==> config.mk <==
export PLATFORM = sky130hd
export DESIGN_NAME = display_response_deframer
export DESIGN_NICKNAME = d
export VERILOG_FILES = /design/src/sv/dpr_pkg.sv /design/src/sv/dpr_ram.sv /design/src/sv/dpr_decode.sv /design/src/sv/display_response_deframer.sv
export SDC_FILE = /design/constraint.sdc
export NUM_CORES = 1
export LEC_CHECK = 0
export BUFFER_PORTS_ARGS = -buffer_cell sky130_fd_sc_hd__buf_2
export CAP_MARGIN = 20
export CELL_PAD_IN_SITES_DETAIL_PLACEMENT = 1
export CELL_PAD_IN_SITES_GLOBAL_PLACEMENT = 1
export CORE_ASPECT_RATIO = 0.75
export CORE_UTILIZATION = 40
export DETAILED_ROUTE_END_ITERATION = 10
export PLACE_DENSITY = 0.63
export SLEW_MARGIN = 20
export SYNTH_ARGS = -nofsm -noshare
export SYNTH_HDL_FRONTEND = slang
export SYNTH_SLANG_ARGS = --single-unit
export TNS_END_PERCENT = 5
==> constraint.sdc <==
create_clock -name clk -period 10.4 [get_ports clk]
set_clock_uncertainty 0.15 [all_clocks]
set_input_delay 1.56 -clock clk [delete_from_list [all_inputs] [get_ports clk]]
set_output_delay 1.56 -clock clk [all_outputs]
set_load 0.1 [all_outputs]
==> src/sv/dpr_pkg.sv <==
// Shared types and constants for the display response deframer.
// No dependencies; imported by dpr_decode, display_response_deframer and dpr_checker.
package dpr_pkg;

    typedef enum logic [2:0] {
        KIND_TOUCH    = 3'd0,
        KIND_COORD    = 3'd1,
        KIND_NUMBER   = 3'd2,
        KIND_TEXT     = 3'd3,
        KIND_OVERFLOW = 3'd4
    } kind_t;

    localparam logic [7:0]  TERM_BYTE   = 8'hFF;
    localparam logic [7:0]  TAG_TOUCH   = 8'h65;
    localparam logic [7:0]  TAG_COORD   = 8'h67;
    localparam logic [7:0]  TAG_NUMBER  = 8'h71;
    localparam logic [7:0]  DIGIT_BASE  = 8'h30;
    localparam logic [39:0] PAGE_TAG    = 40'h70_61_67_65_3D;       // "page="
    localparam logic [55:0] REFRESH_TAG = 56'h72_65_66_72_65_73_68; // "refresh"

    // leading bytes of a frame kept in flops for decoding
    localparam int HDR_LEN = 7;

    typedef struct packed {
        kind_t       kind;
        logic [7:0]  page;
        logic [7:0]  comp;
        logic [7:0]  st;
        logic [15:0] x;
        logic [15:0] y;
        logic [31:0] num;
        logic [7:0]  ch;
        logic [5:0]  tlen;
        logic        hint;
        logic        last;
    } result_t;

    typedef struct packed {
        logic       is_text;
        logic       page_set;
        logic [7:0] new_page;
        logic       hint;
        logic [5:0] tlen;
        result_t    res;
    } dec_t;

endpackage

==> src/sv/dpr_ram.sv <==
// Generic single-write, single-read RAM with registered read data.
// No dependencies.
module dpr_ram #(
    parameter int WIDTH = 8,
    parameter int DEPTH = 32
) (
    input  logic                     clk,
    input  logic                     we,
    input  logic [$clog2(DEPTH)-1:0] waddr,
    input  logic [WIDTH-1:0]         wdata,
    input  logic                     re,
    input  logic [$clog2(DEPTH)-1:0] raddr,
    output logic [WIDTH-1:0]         rdata
);

    logic [WIDTH-1:0] mem [DEPTH];

    always_ff @(posedge clk)
    begin
        if (we)
        begin
            mem[waddr] <= wdata;
        end
        if (re)
        begin
            rdata <= mem[raddr];
        end
    end

endmodule

==> src/sv/dpr_decode.sv <==
// Frame classifier: turns the header bytes and fill count into one event.
// Depends on dpr_pkg.
module dpr_decode #(
    parameter int FRAME_MAX = 32
) (
    input  logic [dpr_pkg::HDR_LEN-1:0][7:0]   hdr,
    input  logic [$clog2(FRAME_MAX+1)-1:0]     fill,
    input  logic [7:0]                         page_cur,
    output dpr_pkg::dec_t                      dec
);
    import dpr_pkg::*;

    localparam int FW = $clog2(FRAME_MAX + 1);

    logic is_touch;
    logic is_coord;
    logic is_number;
    logic is_page;
    logic is_refresh;

    assign is_touch   = (fill >= FW'(4)) && (hdr[0] == TAG_TOUCH);
    assign is_coord   = (fill >= FW'(6)) && (hdr[0] == TAG_COORD);
    assign is_number  = (fill >= FW'(5)) && (hdr[0] == TAG_NUMBER);
    assign is_page    = (fill >= FW'(6)) && ({hdr[0], hdr[1], hdr[2], hdr[3], hdr[4]} == PAGE_TAG);
    assign is_refresh = (fill >= FW'(7))
                        && ({hdr[0], hdr[1], hdr[2], hdr[3], hdr[4], hdr[5], hdr[6]}
                            == REFRESH_TAG);

    always_comb
    begin
        dec          = '0;
        dec.res.last = 1'b1;
        if (is_touch)
        begin
            dec.page_set  = 1'b1;
            dec.new_page  = hdr[1];
            dec.res.kind  = KIND_TOUCH;
            dec.res.page  = hdr[1];
            dec.res.comp  = hdr[2];
            dec.res.st    = hdr[3];
        end
        else if (is_coord)
        begin
            dec.res.kind  = KIND_COORD;
            dec.res.page  = page_cur;
            dec.res.st    = hdr[5];
            dec.res.x     = {hdr[1], hdr[2]};
            dec.res.y     = {hdr[3], hdr[4]};
        end
        else if (is_number)
        begin
            dec.res.kind  = KIND_NUMBER;
            dec.res.page  = page_cur;
            dec.res.num   = {hdr[4], hdr[3], hdr[2], hdr[1]};
        end
        else
        begin
            dec.is_text   = 1'b1;
            dec.res.kind  = KIND_TEXT;
            dec.page_set  = is_page;
            dec.new_page  = hdr[5] - DIGIT_BASE;
            dec.hint      = is_page || is_refresh;
            // a full frame loses its last character
            dec.tlen      = (fill == FW'(FRAME_MAX)) ? 6'(FRAME_MAX - 1) : 6'(fill);
        end
    end

endmodule

==> src/sv/display_response_deframer.sv <==
// Display response deframer: one byte per accepted item, one byte per cycle when idle.
// A terminating byte gives one event next cycle, or a text frame of N characters
// is sent character by character, each through a RAM read and then an output load.
// Input is stalled while characters are being sent or the output register is held.
// Reset (rst_n, async, active low) clears fill, terminator run, page and output valid.
// Depends on dpr_pkg, dpr_ram, dpr_decode.
module display_response_deframer #(
    parameter int FRAME_MAX = 32
) (
    input  logic                clk,
    input  logic                rst_n,
    input  logic                in_valid,
    output logic                in_stall,
    input  logic [7:0]          received_byte,
    output logic                out_valid,
    input  logic                out_stall,
    output dpr_pkg::kind_t      event_kind,
    output logic [7:0]          page_id,
    output logic [7:0]          widget_id,
    output logic [7:0]          touch_state,
    output logic [15:0]         coord_x,
    output logic [15:0]         coord_y,
    output logic [31:0]         number_value,
    output logic [7:0]          text_char,
    output logic [5:0]          text_length,
    output logic                refresh_hint,
    output logic                last_of_run
);
    import dpr_pkg::*;

    localparam int FW = $clog2(FRAME_MAX + 1);  // fill count, holds FRAME_MAX
    localparam int AW = $clog2(FRAME_MAX);      // store address

    // one-hot sequencer: idle takes bytes, read/send walk the text store
    typedef enum logic [2:0] {
        S_IDLE = 3'b001,
        S_READ = 3'b010,
        S_SEND = 3'b100
    } state_t;

    state_t                       state_reg, state_next;
    logic [FW-1:0]                fill_reg, fill_next;
    logic [1:0]                   run_reg, run_next;
    logic [7:0]                   page_reg, page_next;
    logic [AW-1:0]                idx_reg, idx_next;
    logic [5:0]                   tlen_reg, tlen_next;
    logic                         hint_reg, hint_next;
    logic                         out_valid_reg, out_valid_next;
    result_t                      res_reg, res_next;
    logic [HDR_LEN-1:0][7:0]      hdr_reg;

    dec_t                         dec;
    logic                         out_free;
    logic                         in_acc;
    logic                         is_term;
    logic                         wr_en;
    logic                         rd_en;
    logic [7:0]                   rd_data;
    logic                         last_char;

    // output register frees when it is empty or being taken this edge
    assign out_free = !out_valid_reg || !out_stall;
    assign in_stall = !((state_reg == S_IDLE) && out_free);
    assign in_acc   = in_valid && !in_stall;
    assign is_term  = (received_byte == TERM_BYTE);
    assign wr_en    = in_acc && !is_term && (fill_reg != FW'(FRAME_MAX));
    assign rd_en    = (state_reg == S_READ);
    assign last_char = ((6'(idx_reg) + 6'd1) == tlen_reg);

    dpr_ram #(
        .WIDTH (8),
        .DEPTH (FRAME_MAX)
    ) u_store (
        .clk   (clk),
        .we    (wr_en),
        .waddr (fill_reg[AW-1:0]),
        .wdata (received_byte),
        .re    (rd_en),
        .raddr (idx_reg),
        .rdata (rd_data)
    );

    dpr_decode #(
        .FRAME_MAX (FRAME_MAX)
    ) u_decode (
        .hdr      (hdr_reg),
        .fill     (fill_reg),
        .page_cur (page_reg),
        .dec      (dec)
    );

    always_comb
    begin
        state_next     = state_reg;
        fill_next      = fill_reg;
        run_next       = run_reg;
        page_next      = page_reg;
        idx_next       = idx_reg;
        tlen_next      = tlen_reg;
        hint_next      = hint_reg;
        res_next       = res_reg;
        out_valid_next = out_valid_reg && out_stall;

        case (state_reg)
            S_IDLE:
            begin
                if (in_acc)
                begin
                    if (is_term)
                    begin
                        run_next = run_reg + 2'd1;
                        if (run_reg == 2'd2)
                        begin
                            // third 0xFF in a row closes the frame
                            run_next  = '0;
                            fill_next = '0;
                            if (fill_reg != '0)
                            begin
                                if (dec.page_set)
                                begin
                                    page_next = dec.new_page;
                                end
                                if (dec.is_text)
                                begin
                                    tlen_next  = dec.tlen;
                                    hint_next  = dec.hint;
                                    idx_next   = '0;
                                    state_next = S_READ;
                                end
                                else
                                begin
                                    res_next       = dec.res;
                                    out_valid_next = 1'b1;
                                end
                            end
                        end
                    end
                    else
                    begin
                        run_next = '0;
                        if (fill_reg == FW'(FRAME_MAX))
                        begin
                            // store full: drop the frame, report overflow
                            fill_next      = '0;
                            res_next       = '0;
                            res_next.kind  = KIND_OVERFLOW;
                            res_next.last  = 1'b1;
                            out_valid_next = 1'b1;
                        end
                        else
                        begin
                            fill_next = fill_reg + FW'(1);
                        end
                    end
                end
            end
            S_READ:
            begin
                state_next = S_SEND;
            end
            S_SEND:
            begin
                // rd_data holds until the next read, so waiting here is safe
                if (out_free)
                begin
                    res_next       = '0;
                    res_next.kind  = KIND_TEXT;
                    res_next.ch    = rd_data;
                    res_next.tlen  = tlen_reg;
                    res_next.hint  = hint_reg;
                    res_next.last  = last_char;
                    out_valid_next = 1'b1;
                    if (last_char)
                    begin
                        state_next = S_IDLE;
                    end
                    else
                    begin
                        idx_next   = idx_reg + AW'(1);
                        state_next = S_READ;
                    end
                end
            end
            default:
            begin
                state_next = S_IDLE;
            end
        endcase
    end

    always_ff @(posedge clk or negedge rst_n)
    begin
        if (!rst_n)
        begin
            state_reg     <= S_IDLE;
            fill_reg      <= '0;
            run_reg       <= '0;
            page_reg      <= '0;
            out_valid_reg <= 1'b0;
        end
        else
        begin
            state_reg     <= state_next;
            fill_reg      <= fill_next;
            run_reg       <= run_next;
            page_reg      <= page_next;
            out_valid_reg <= out_valid_next;
        end
    end

    // payload registers, no reset
    always_ff @(posedge clk)
    begin
        idx_reg  <= idx_next;
        tlen_reg <= tlen_next;
        hint_reg <= hint_next;
        res_reg  <= res_next;
        // shadow of the leading bytes, written alongside the store
        for (int i = 0; i < HDR_LEN; i++)
        begin
            if (wr_en && (fill_reg == FW'(i)))
            begin
                hdr_reg[i] <= received_byte;
            end
        end
    end

    assign out_valid    = out_valid_reg;
    assign event_kind   = res_reg.kind;
    assign page_id      = res_reg.page;
    assign widget_id    = res_reg.comp;
    assign touch_state  = res_reg.st;
    assign coord_x      = res_reg.x;
    assign coord_y      = res_reg.y;
    assign number_value = res_reg.num;
    assign text_char    = res_reg.ch;
    assign text_length  = res_reg.tlen;
    assign refresh_hint = res_reg.hint;
    assign last_of_run  = res_reg.last;

endmodule

# Word level (Yosys, flattened, before mapping)
# Memories as Yosys holds them, arrays and structs flattened. A register that Yosys moved wholly into a read port is not among the register bits.
# Index checks and enable logic that the tools add are counted.
dict set report classes {
  magnitude_cmp 4
  n_reduce_logical 35
  add_sub_neg 5
  muxes 54
  eq_ne 31
}
# operator n
set op_table {}
lappend op_table {{$mux W107} 7}
lappend op_table {{$pmux W107 S2} 1}
lappend op_table {{$mux W32} 2}
lappend op_table {{$mux W64} 1}
lappend op_table {{$eq A56 B55 Y1 const B} 1}
lappend op_table {{$eq A40 B39 Y1 const B} 1}
lappend op_table {{$mux W40} 1}
lappend op_table {{$mux W5} 7}
lappend op_table {{$mux W17} 2}
lappend op_table {{$eq A8 B7 Y1 const B} 3}
lappend op_table {{$ge A6 B3 Y1 const B} 4}
lappend op_table {{$mux W6} 4}
lappend op_table {{$mux W8} 3}
lappend op_table {{$mux W11} 2}
lappend op_table {{$eq A6 B3 Y1 const B} 3}
lappend op_table {{$mux W3} 6}
lappend op_table {{$reduce_and A6 Y1} 3}
lappend op_table {{$logic_and A1 B1 Y1} 17}
lappend op_table {{$eq A6 B2 Y1 const B} 2}
lappend op_table {{$mux W1} 11}
lappend op_table {{$ne A2 B2 Y1 const B} 5}
lappend op_table {{$pmux W5 S2} 1}
lappend op_table {{$mux W9} 1}
lappend op_table {{$ne A3 B2 Y1 const B} 3}
lappend op_table {{other kinds (30)} 38}
dict set report totals {
  word_cells 157
  output_inout_bits 109
  input_bits 12
  mem_bits_rw 256
  ff_bits 195
  n_memories 1
}
# memory depth word_bits rd rd_clocked_by_memory_dff wr line_no
set mem_list {}
lappend mem_list {u_store.mem 32 8 1 1 1 dpr_ram.sv:16} ;# logic [WIDTH-1:0] mem [DEPTH];

# Depth between registers and ports, before layout
# Gate-level depths: netlist of run 1.
dict set report logic_depth {
  depth_word 12
  depth_mapped 10
}

# Hierarchy
# Synthesis of run 1 repeated with hierarchy kept, for this count alone.
dict set report unflattened {
  hier_cells 1055
  area_unflattened_um2 18881.9
}
# module cells_per_inst area_each_um2 n_inst seq_area_each_um2
set modules_own_cells {}
lappend modules_own_cells {dpr_ram 417 10133.5 1 7927.6}
lappend modules_own_cells {display_response_deframer 453 7430.9 1 5756.8}
lappend modules_own_cells {dpr_decode 185 1317.5 1 0.0}

# Worst setup path before layout of run 1
# OpenSTA, ideal clock, no wires.
dict set report synth_path {
  path_kind {input to register}
  from {input received_byte[6]}
  to {register res_reg, in the netlist coord_x[0] (enable)}
  required_ns 9.641
  arrival_time_ns 7.970
  path_buffers 0
  path_slack_ns 1.671
  path_stages 6
  setup_time_ns 0.609
  cell_sequence {nand4_1 -> or2_2 -> a2111oi_1 -> inv_1 -> a2bb2oi_1 -> a21oi_1}
}
dict set report synth_via {
  elab_chain_cells 3
}
# element line_no
set synth_rtl {}
lappend synth_rtl {{start: declaration} display_response_deframer.sv:14} ;# input logic [7:0] received_byte,
lappend synth_rtl {{$eq A8 B8 Y1 (*)} display_response_deframer.sv:65} ;# assign is_term = (received_byte == TERM_BYTE);
lappend synth_rtl {{$ne A3 B2 Y1 (no line) / $ne A3 B3 Y1 (equally long branches)} --}
lappend synth_rtl {{$reduce_and A7 Y1 (no line) (*)} --}
lappend synth_rtl {{end signal: assignment} display_response_deframer.sv:217} ;# res_reg <= res_next;
lappend synth_rtl {{end: declaration} display_response_deframer.sv:49} ;# result_t res_reg, res_next;
# Mark *: on every way between the ends. The rest lies on a longest branch, timed or not.
# A chain may end at the register's enable or synchronous reset.

# Final worst setup path of run 1
dict set report layout_path {
  from {input received_byte[0]}
  to {register res_reg, in the netlist coord_x[0] (enable)}
}
# Same word-level chain as after synthesis.

==> results of run 1 <==
[metrics by stage]
step	utilization (%)	setup WS, ns	power (mW)
after global placement	43.85	4.518	2.350
after CTS	47.08	4.954	3.919
after detailed placement	43.85	4.357	2.356
after global routing	47.16	4.684	4.001
after floorplan	-	1.671	2.260
final	47.16	4.982	3.881
[worst paths after layout]
kind	start	end	slack, ns	depth (start not counted)
setup / recovery	received_byte[0]	coord_x[0]	4.98	8
hold / removal	page_reg[2]	page_reg[2]	0.37	1
setup reg to reg	fill_reg[2]	coord_x[0]	5.94	7
hold reg to reg	page_reg[2]	page_reg[2]	0.37	1
max in group asynchronous	rst_n	state_reg[0]	8.93	1
min in group asynchronous	rst_n	page_reg[4]	0.81	1
[per-layer routing]
metal	vias up	part of all wire [%]	global-route usage (%)
met5	-	0	0
met4	0	1.4	4.049
met1	4804	50	29.18
met2	251	43	25.63
met3	45	5.8	3.289
li1	3985	-	-
[logic make-up after synthesis]
family          after synthesis  synth area share (%)
simple gates                248                 7.876
mux                          96                 11.06
fa+ha+maj                     7                0.4887
buf+inv                      50                 1.187
xor+xnor                     11                0.5376
flops                       459                 76.37
compound gates               62                 2.486
[area by class of cell]
| type | count | area share (%) |
|---|---|---|
| well taps | 578 | 3.504 |
| repair buffers | 136 | 3.589 |
| clock inverters | 33 | 1.182 |
| flip-flops and latches | 459 | 66.30 |
| multi-input cells | 424 | 19.63 |
| clock buffers | 51 | 5.668 |
| inverters | 7 | 0.1273 |
[Yosys cell counts (7+ instances only)]
library cell / n / share of area [%]
edfxtp_1: 439 / 74
and2_1: 88 / 3.1
mux4_2: 80 / 10
nor2_1: 54 / 1.1
nand2_1: 34 / 0.71
clkbuf_1: 25 / 0.52
dfrtp_1: 19 / 2.7
a22o_1: 18 / 0.88
mux2_2: 16 / 1.0
o21ai_0: 16 / 0.45
nand3_1: 12 / 0.34
buf_2: 8 / 0.22
nand4_1: 8 / 0.28
a21oi_1: 7 / 0.20
ha_1: 7 / 0.49
inv_1: 7 / 0.15
[power breakdown]
| group | switching, mW | internal (mW) |
|---|---|---|
| combinational | 0.127 | 0.0499 |
| sequential | 0.0500 | 2.09 |
| clock | 0.700 | 0.866 |
| total | 0.877 | 3.00 |
==> results.json, run 1 <==
{
  "final_cell_mix": "edfxtp_1, buf_2, and2_1",
  "drt_first_pass_iters": 5,
  "cpLargestDelayFamily": "compound AO/OA/AOI/OAI gates",
  "multi_input_area_um2": 4051,
  "synth_cells": 933,
  "cap_violations": 0,
  "arrival_ns": 5.44,
  "wl_per_cell_um": 24.23,
  "crit_path_start_kind": "input port",
  "area_growth_pct": 15.18,
  "max_stage_delay_ns": 0.86,
  "vias": 9085,
  "die-area_um2": 45660,
  "final_area_um2": 20640,
  "regArea_um2": 13680,
  "synth_fp_nets": 952,
  "final_common_cell": "edfxtp_1",
  "hold_class": "flop to flop",
  "synth_cell_types": 59,
  "cts_hold_buf": 0,
  "clockBufferDepth": 3,
  "cts_buffers": 45,
  "rows": 66,
  "gp_congestion": 0.7490,
  "routed_wl_mm": 40.89,
  "p_leak_nw": 6.474,
  "cellPowerDensity_nw_per_um2": 188.0,
  "ys_ff_latch": 459,
  "criticalPathCategory": "input port to flop",
  "async_reset_ff_share_pct": 4.357,
  "grt_overflow": 0,
  "rsz0062_at_grt": "no",
  "syn_area_per_cell_um2": 19.21,
  "synth_ff_type": "edfxtp_1",
  "dp_hpwl_mm": 26.54,
  "ir_drop_v": 0.0001402,
  "drive_above_1_share_pct": 28.29,
  "antenna_left": 0,
  "hold_viol": 0,
  "start_util_pct": 40.94,
  "drc": 0,
  "cts_sinks": 459,
  "slew_viol_final": 0,
  "finalSetupViolCount": 0,
  "hold_ws_ns": 0.3715,
  "required_ns": 10.43,
  "critPathMaxFanout": 77,
  "grt_pass1_wl_mm": 61.33,
  "grt_pass1_vias": 9350,
  "die_h_um": 185.3,
  "finalNonFillerCells": 1688,
  "status": "finished clean",
  "dr.first_iter.drc_count": 815,
  "track_usage_pct": 18.25,
  "via_per_inst": 5.382,
  "slowest_stage": "buf_4",
  "diodes": 0,
  "antenna_found_initial": 1,
  "max-slew-margin-rel_pct": 25.26,
  "fin_crit_ns": 5.418,
  "min_period_over_period_pct": 52.10,
  "grt_max_degree": 78,
  "ctsResizeCount": 0,
  "clock_latency_ns": 0.56,
  "clock-root-buffer": "clkbuf_16",
  "numPortBuffers": 120,
  "die_w_um": 246.4,
  "largest_reg_flops": 256,
  "tightest_slew_ns": 1.117,
  "fin_setup_tns_ns": 0,
  "crit_chain": "buf_2, nand4_1, or2_2, a2111oi_1, inv_1, a2bb2oi_1, a21oi_4, buf_4",
  "io_pins": 121,
  "syn_area_um2": 17920,
  "synth_edf_count": 439,
  "core_um2": 43770,
  "ys_seq_area_share_pct": 76.37,
  "dp.cells": 1603,
  "cts_setup_buffers": 0,
  "cp-end-kind": "flop",
  "critPathBufInv": 3,
  "dpl_cell_area_um2": 19190,
  "fmax_mhz": 184.6,
  "fill_cells": 4118,
  "final_nets": 1092,
  "synth_warnings": 0,
  "clk_pin_slew_ns": 0.07,
  "cts_max_level": 2,
  "cts_tree": "yes"
}
No activity file was read; power rests on OpenSTA's default activity.
==> inputs of run 2 (changes only) <==
clock period = 5.1 ns   (was 10.4 ns; I/O delays follow)
==> run 2 against run 1 <==
Clock power rose by 100%; first-iteration DRC count rose by 17%; highest routed layer unchanged; global-route usage rose by 1.9 points; critical path depth fell by 3; register-to-register slack got worse by 4.8 ns; via count rose by 1.3%; sequential power rose by 100%; cell area rose by 0.16%; sequential share of layout area fell by 0.11 points; core utilization rose by 0.077 points.
==> results.json, run 2 (synthesis gave the netlist of run 1 again) <==
{
  "antenna_found_initial": 0,
  "fin_crit_ns": 3.921,
  "final_nets": 1097,
  "grt_pass1_vias": 9438,
  "grt_max_degree": 108,
  "p_leak_nw": 6.509,
  "rows": 66,
  "top_usage_layer": "met1",
  "numPortBuffers": 120,
  "slowest_stage": "nor2_1",
  "drive_above_1_share_pct": 28.16,
  "status": "finished clean",
  "cts_tree": "yes",
  "cts_setup_buffers": 0,
  "hold_viol": 0,
  "antenna_left": 0,
  "hold_ws_ns": 0.03613,
  "die-area_um2": 45660,
  "core_um2": 43770,
  "wl_per_cell_um": 26.67,
  "cap_violations": 0,
  "max_stage_delay_ns": 0.79,
  "clk_pin_slew_ns": 0.06,
  "fin_setup_tns_ns": 0,
  "met1_usage_pct": 30.50,
  "gp_congestion": 0.7829,
  "slew_viol_final": 0,
  "cts_sinks": 459,
  "routed_wl_mm": 44.96,
  "vias": 9206,
  "worst_slack_ns": 1.179,
  "pre_cts_ws_ns": 1.128,
  "min_period_over_period_pct": 76.88,
  "drt_first_pass_iters": 5,
  "grt_use_met2_pct": 28.60,
  "criticalPathCategory": "flop to flop",
  "cellPowerDensity_nw_per_um2": 385.0,
  "fmax_mhz": 255.0,
  "diodes": 0,
  "grt_overflow": 0,
  "die_h_um": 185.3,
  "rsz0062_at_grt": "no",
  "final_common_cell": "edfxtp_1",
  "clock-root-buffer": "clkbuf_16",
  "finalSetupViolCount": 0,
  "arrival_ns": 3.96,
  "gr-usage-met3_pct": 6.027,
  "start_util_pct": 40.94,
  "hold_class": "input port to async pin",
  "final_area_um2": 20670,
  "clock_latency_ns": 0.56,
  "cts_hold_buf": 0,
  "required_ns": 5.14,
  "cp-end-kind": "flop",
  "io_pins": 121,
  "clockBufferDepth": 3,
  "dp.cells": 1609,
  "finalNonFillerCells": 1686,
  "area_growth_pct": 15.37,
  "dpl_cell_area_um2": 19270,
  "crit_path_start_kind": "flop",
  "largest_reg_flops": 256,
  "max-slew-margin-rel_pct": 27.40,
  "critPathMaxFanout": 17,
  "die_w_um": 246.4,
  "via_per_inst": 5.460,
  "path_common_cell": "nor2_1",
  "drc": 0,
  "crit_chain": "or3_1, nor2_1, nor3_1, nand2_1, nor2_1",
  "cts_buffers": 45,
  "ctsResizeCount": 0,
  "dp_hpwl_mm": 28.84,
  "grt_pass1_wl_mm": 65.45,
  "ir_drop_v": 0.0002409,
  "final_cell_mix": "edfxtp_1, buf_2, and2_1",
  "dr.first_iter.drc_count": 953,
  "tightest_slew_ns": 1.089,
  "fill_cells": 4110,
  "cts_max_level": 2,
  "track_usage_pct": 20.12
}
## run 2: report_power, final
group / leakage [nW] / internal (mW) / total (mW) / switching [mW]
Combinational: 1.76 / 0.103 / 0.406 / 0.304
Sequential: 4.06 / 4.26 / 4.36 / 0.103
Clock: 0.687 / 1.82 / 3.19 / 1.37
## run 2: per-stage QoR
stage	utilization [%]	power, mW
after floorplan	-	4.608
after global placement	44.03	4.835
after detailed placement	44.03	4.843
after CTS	47.22	8.029
after global routing	47.24	8.199
final	47.24	7.959
## run 2: final timing paths
| kind | from | slack [ns] | cells past startpoint | to |
|---|---|---|---|---|
| worst min register to register | page_reg[5] | 0.36 | 1 | page_reg[5] |
| max in group asynchronous | rst_n | 4.39 | 1 | state_reg[0] |
| worst max register to register | fill_reg[2] | 1.18 | 5 | u_store.mem[21][2] |
| worst max-delay path | fill_reg[2] | 1.18 | 5 | u_store.mem[21][2] |
| min in group clk | out_stall | 0.35 | 3 | out_valid |
| worst min-delay path | rst_n | 0.04 | 1 | page_reg[7] |
## run 2: critical path, delay by kind of cell (launching register included)
kind | cells | cell delay (ns)
DFF | 1 | 0.64
and+or+nand+nor | 5 | 2.76
## run 2: area by class of cell
cell class	count	area [µm²]	share of cell area [%]
Tap cell	578	723.2	3.498
Timing Repair Buffer	141	795.8	3.849
Sequential cell	459	13680	66.19
Multi-Input combinational cell	424	4048	19.58
Inverter	7	26.28	0.1271
Clock buffer	53	1156	5.592
Clock inverter	24	240.2	1.162
## run 2: layer usage
layer | wire length, µm | part of all wire, % | vias to the layer above
met4 | 573 | 1.3 | 0
met1 | 20990 | 47 | 4826
li1 | - | - | 3991
met3 | 3836 | 8.5 | 44
met5 | 0 | 0 | -
met2 | 19560 | 44 | 345
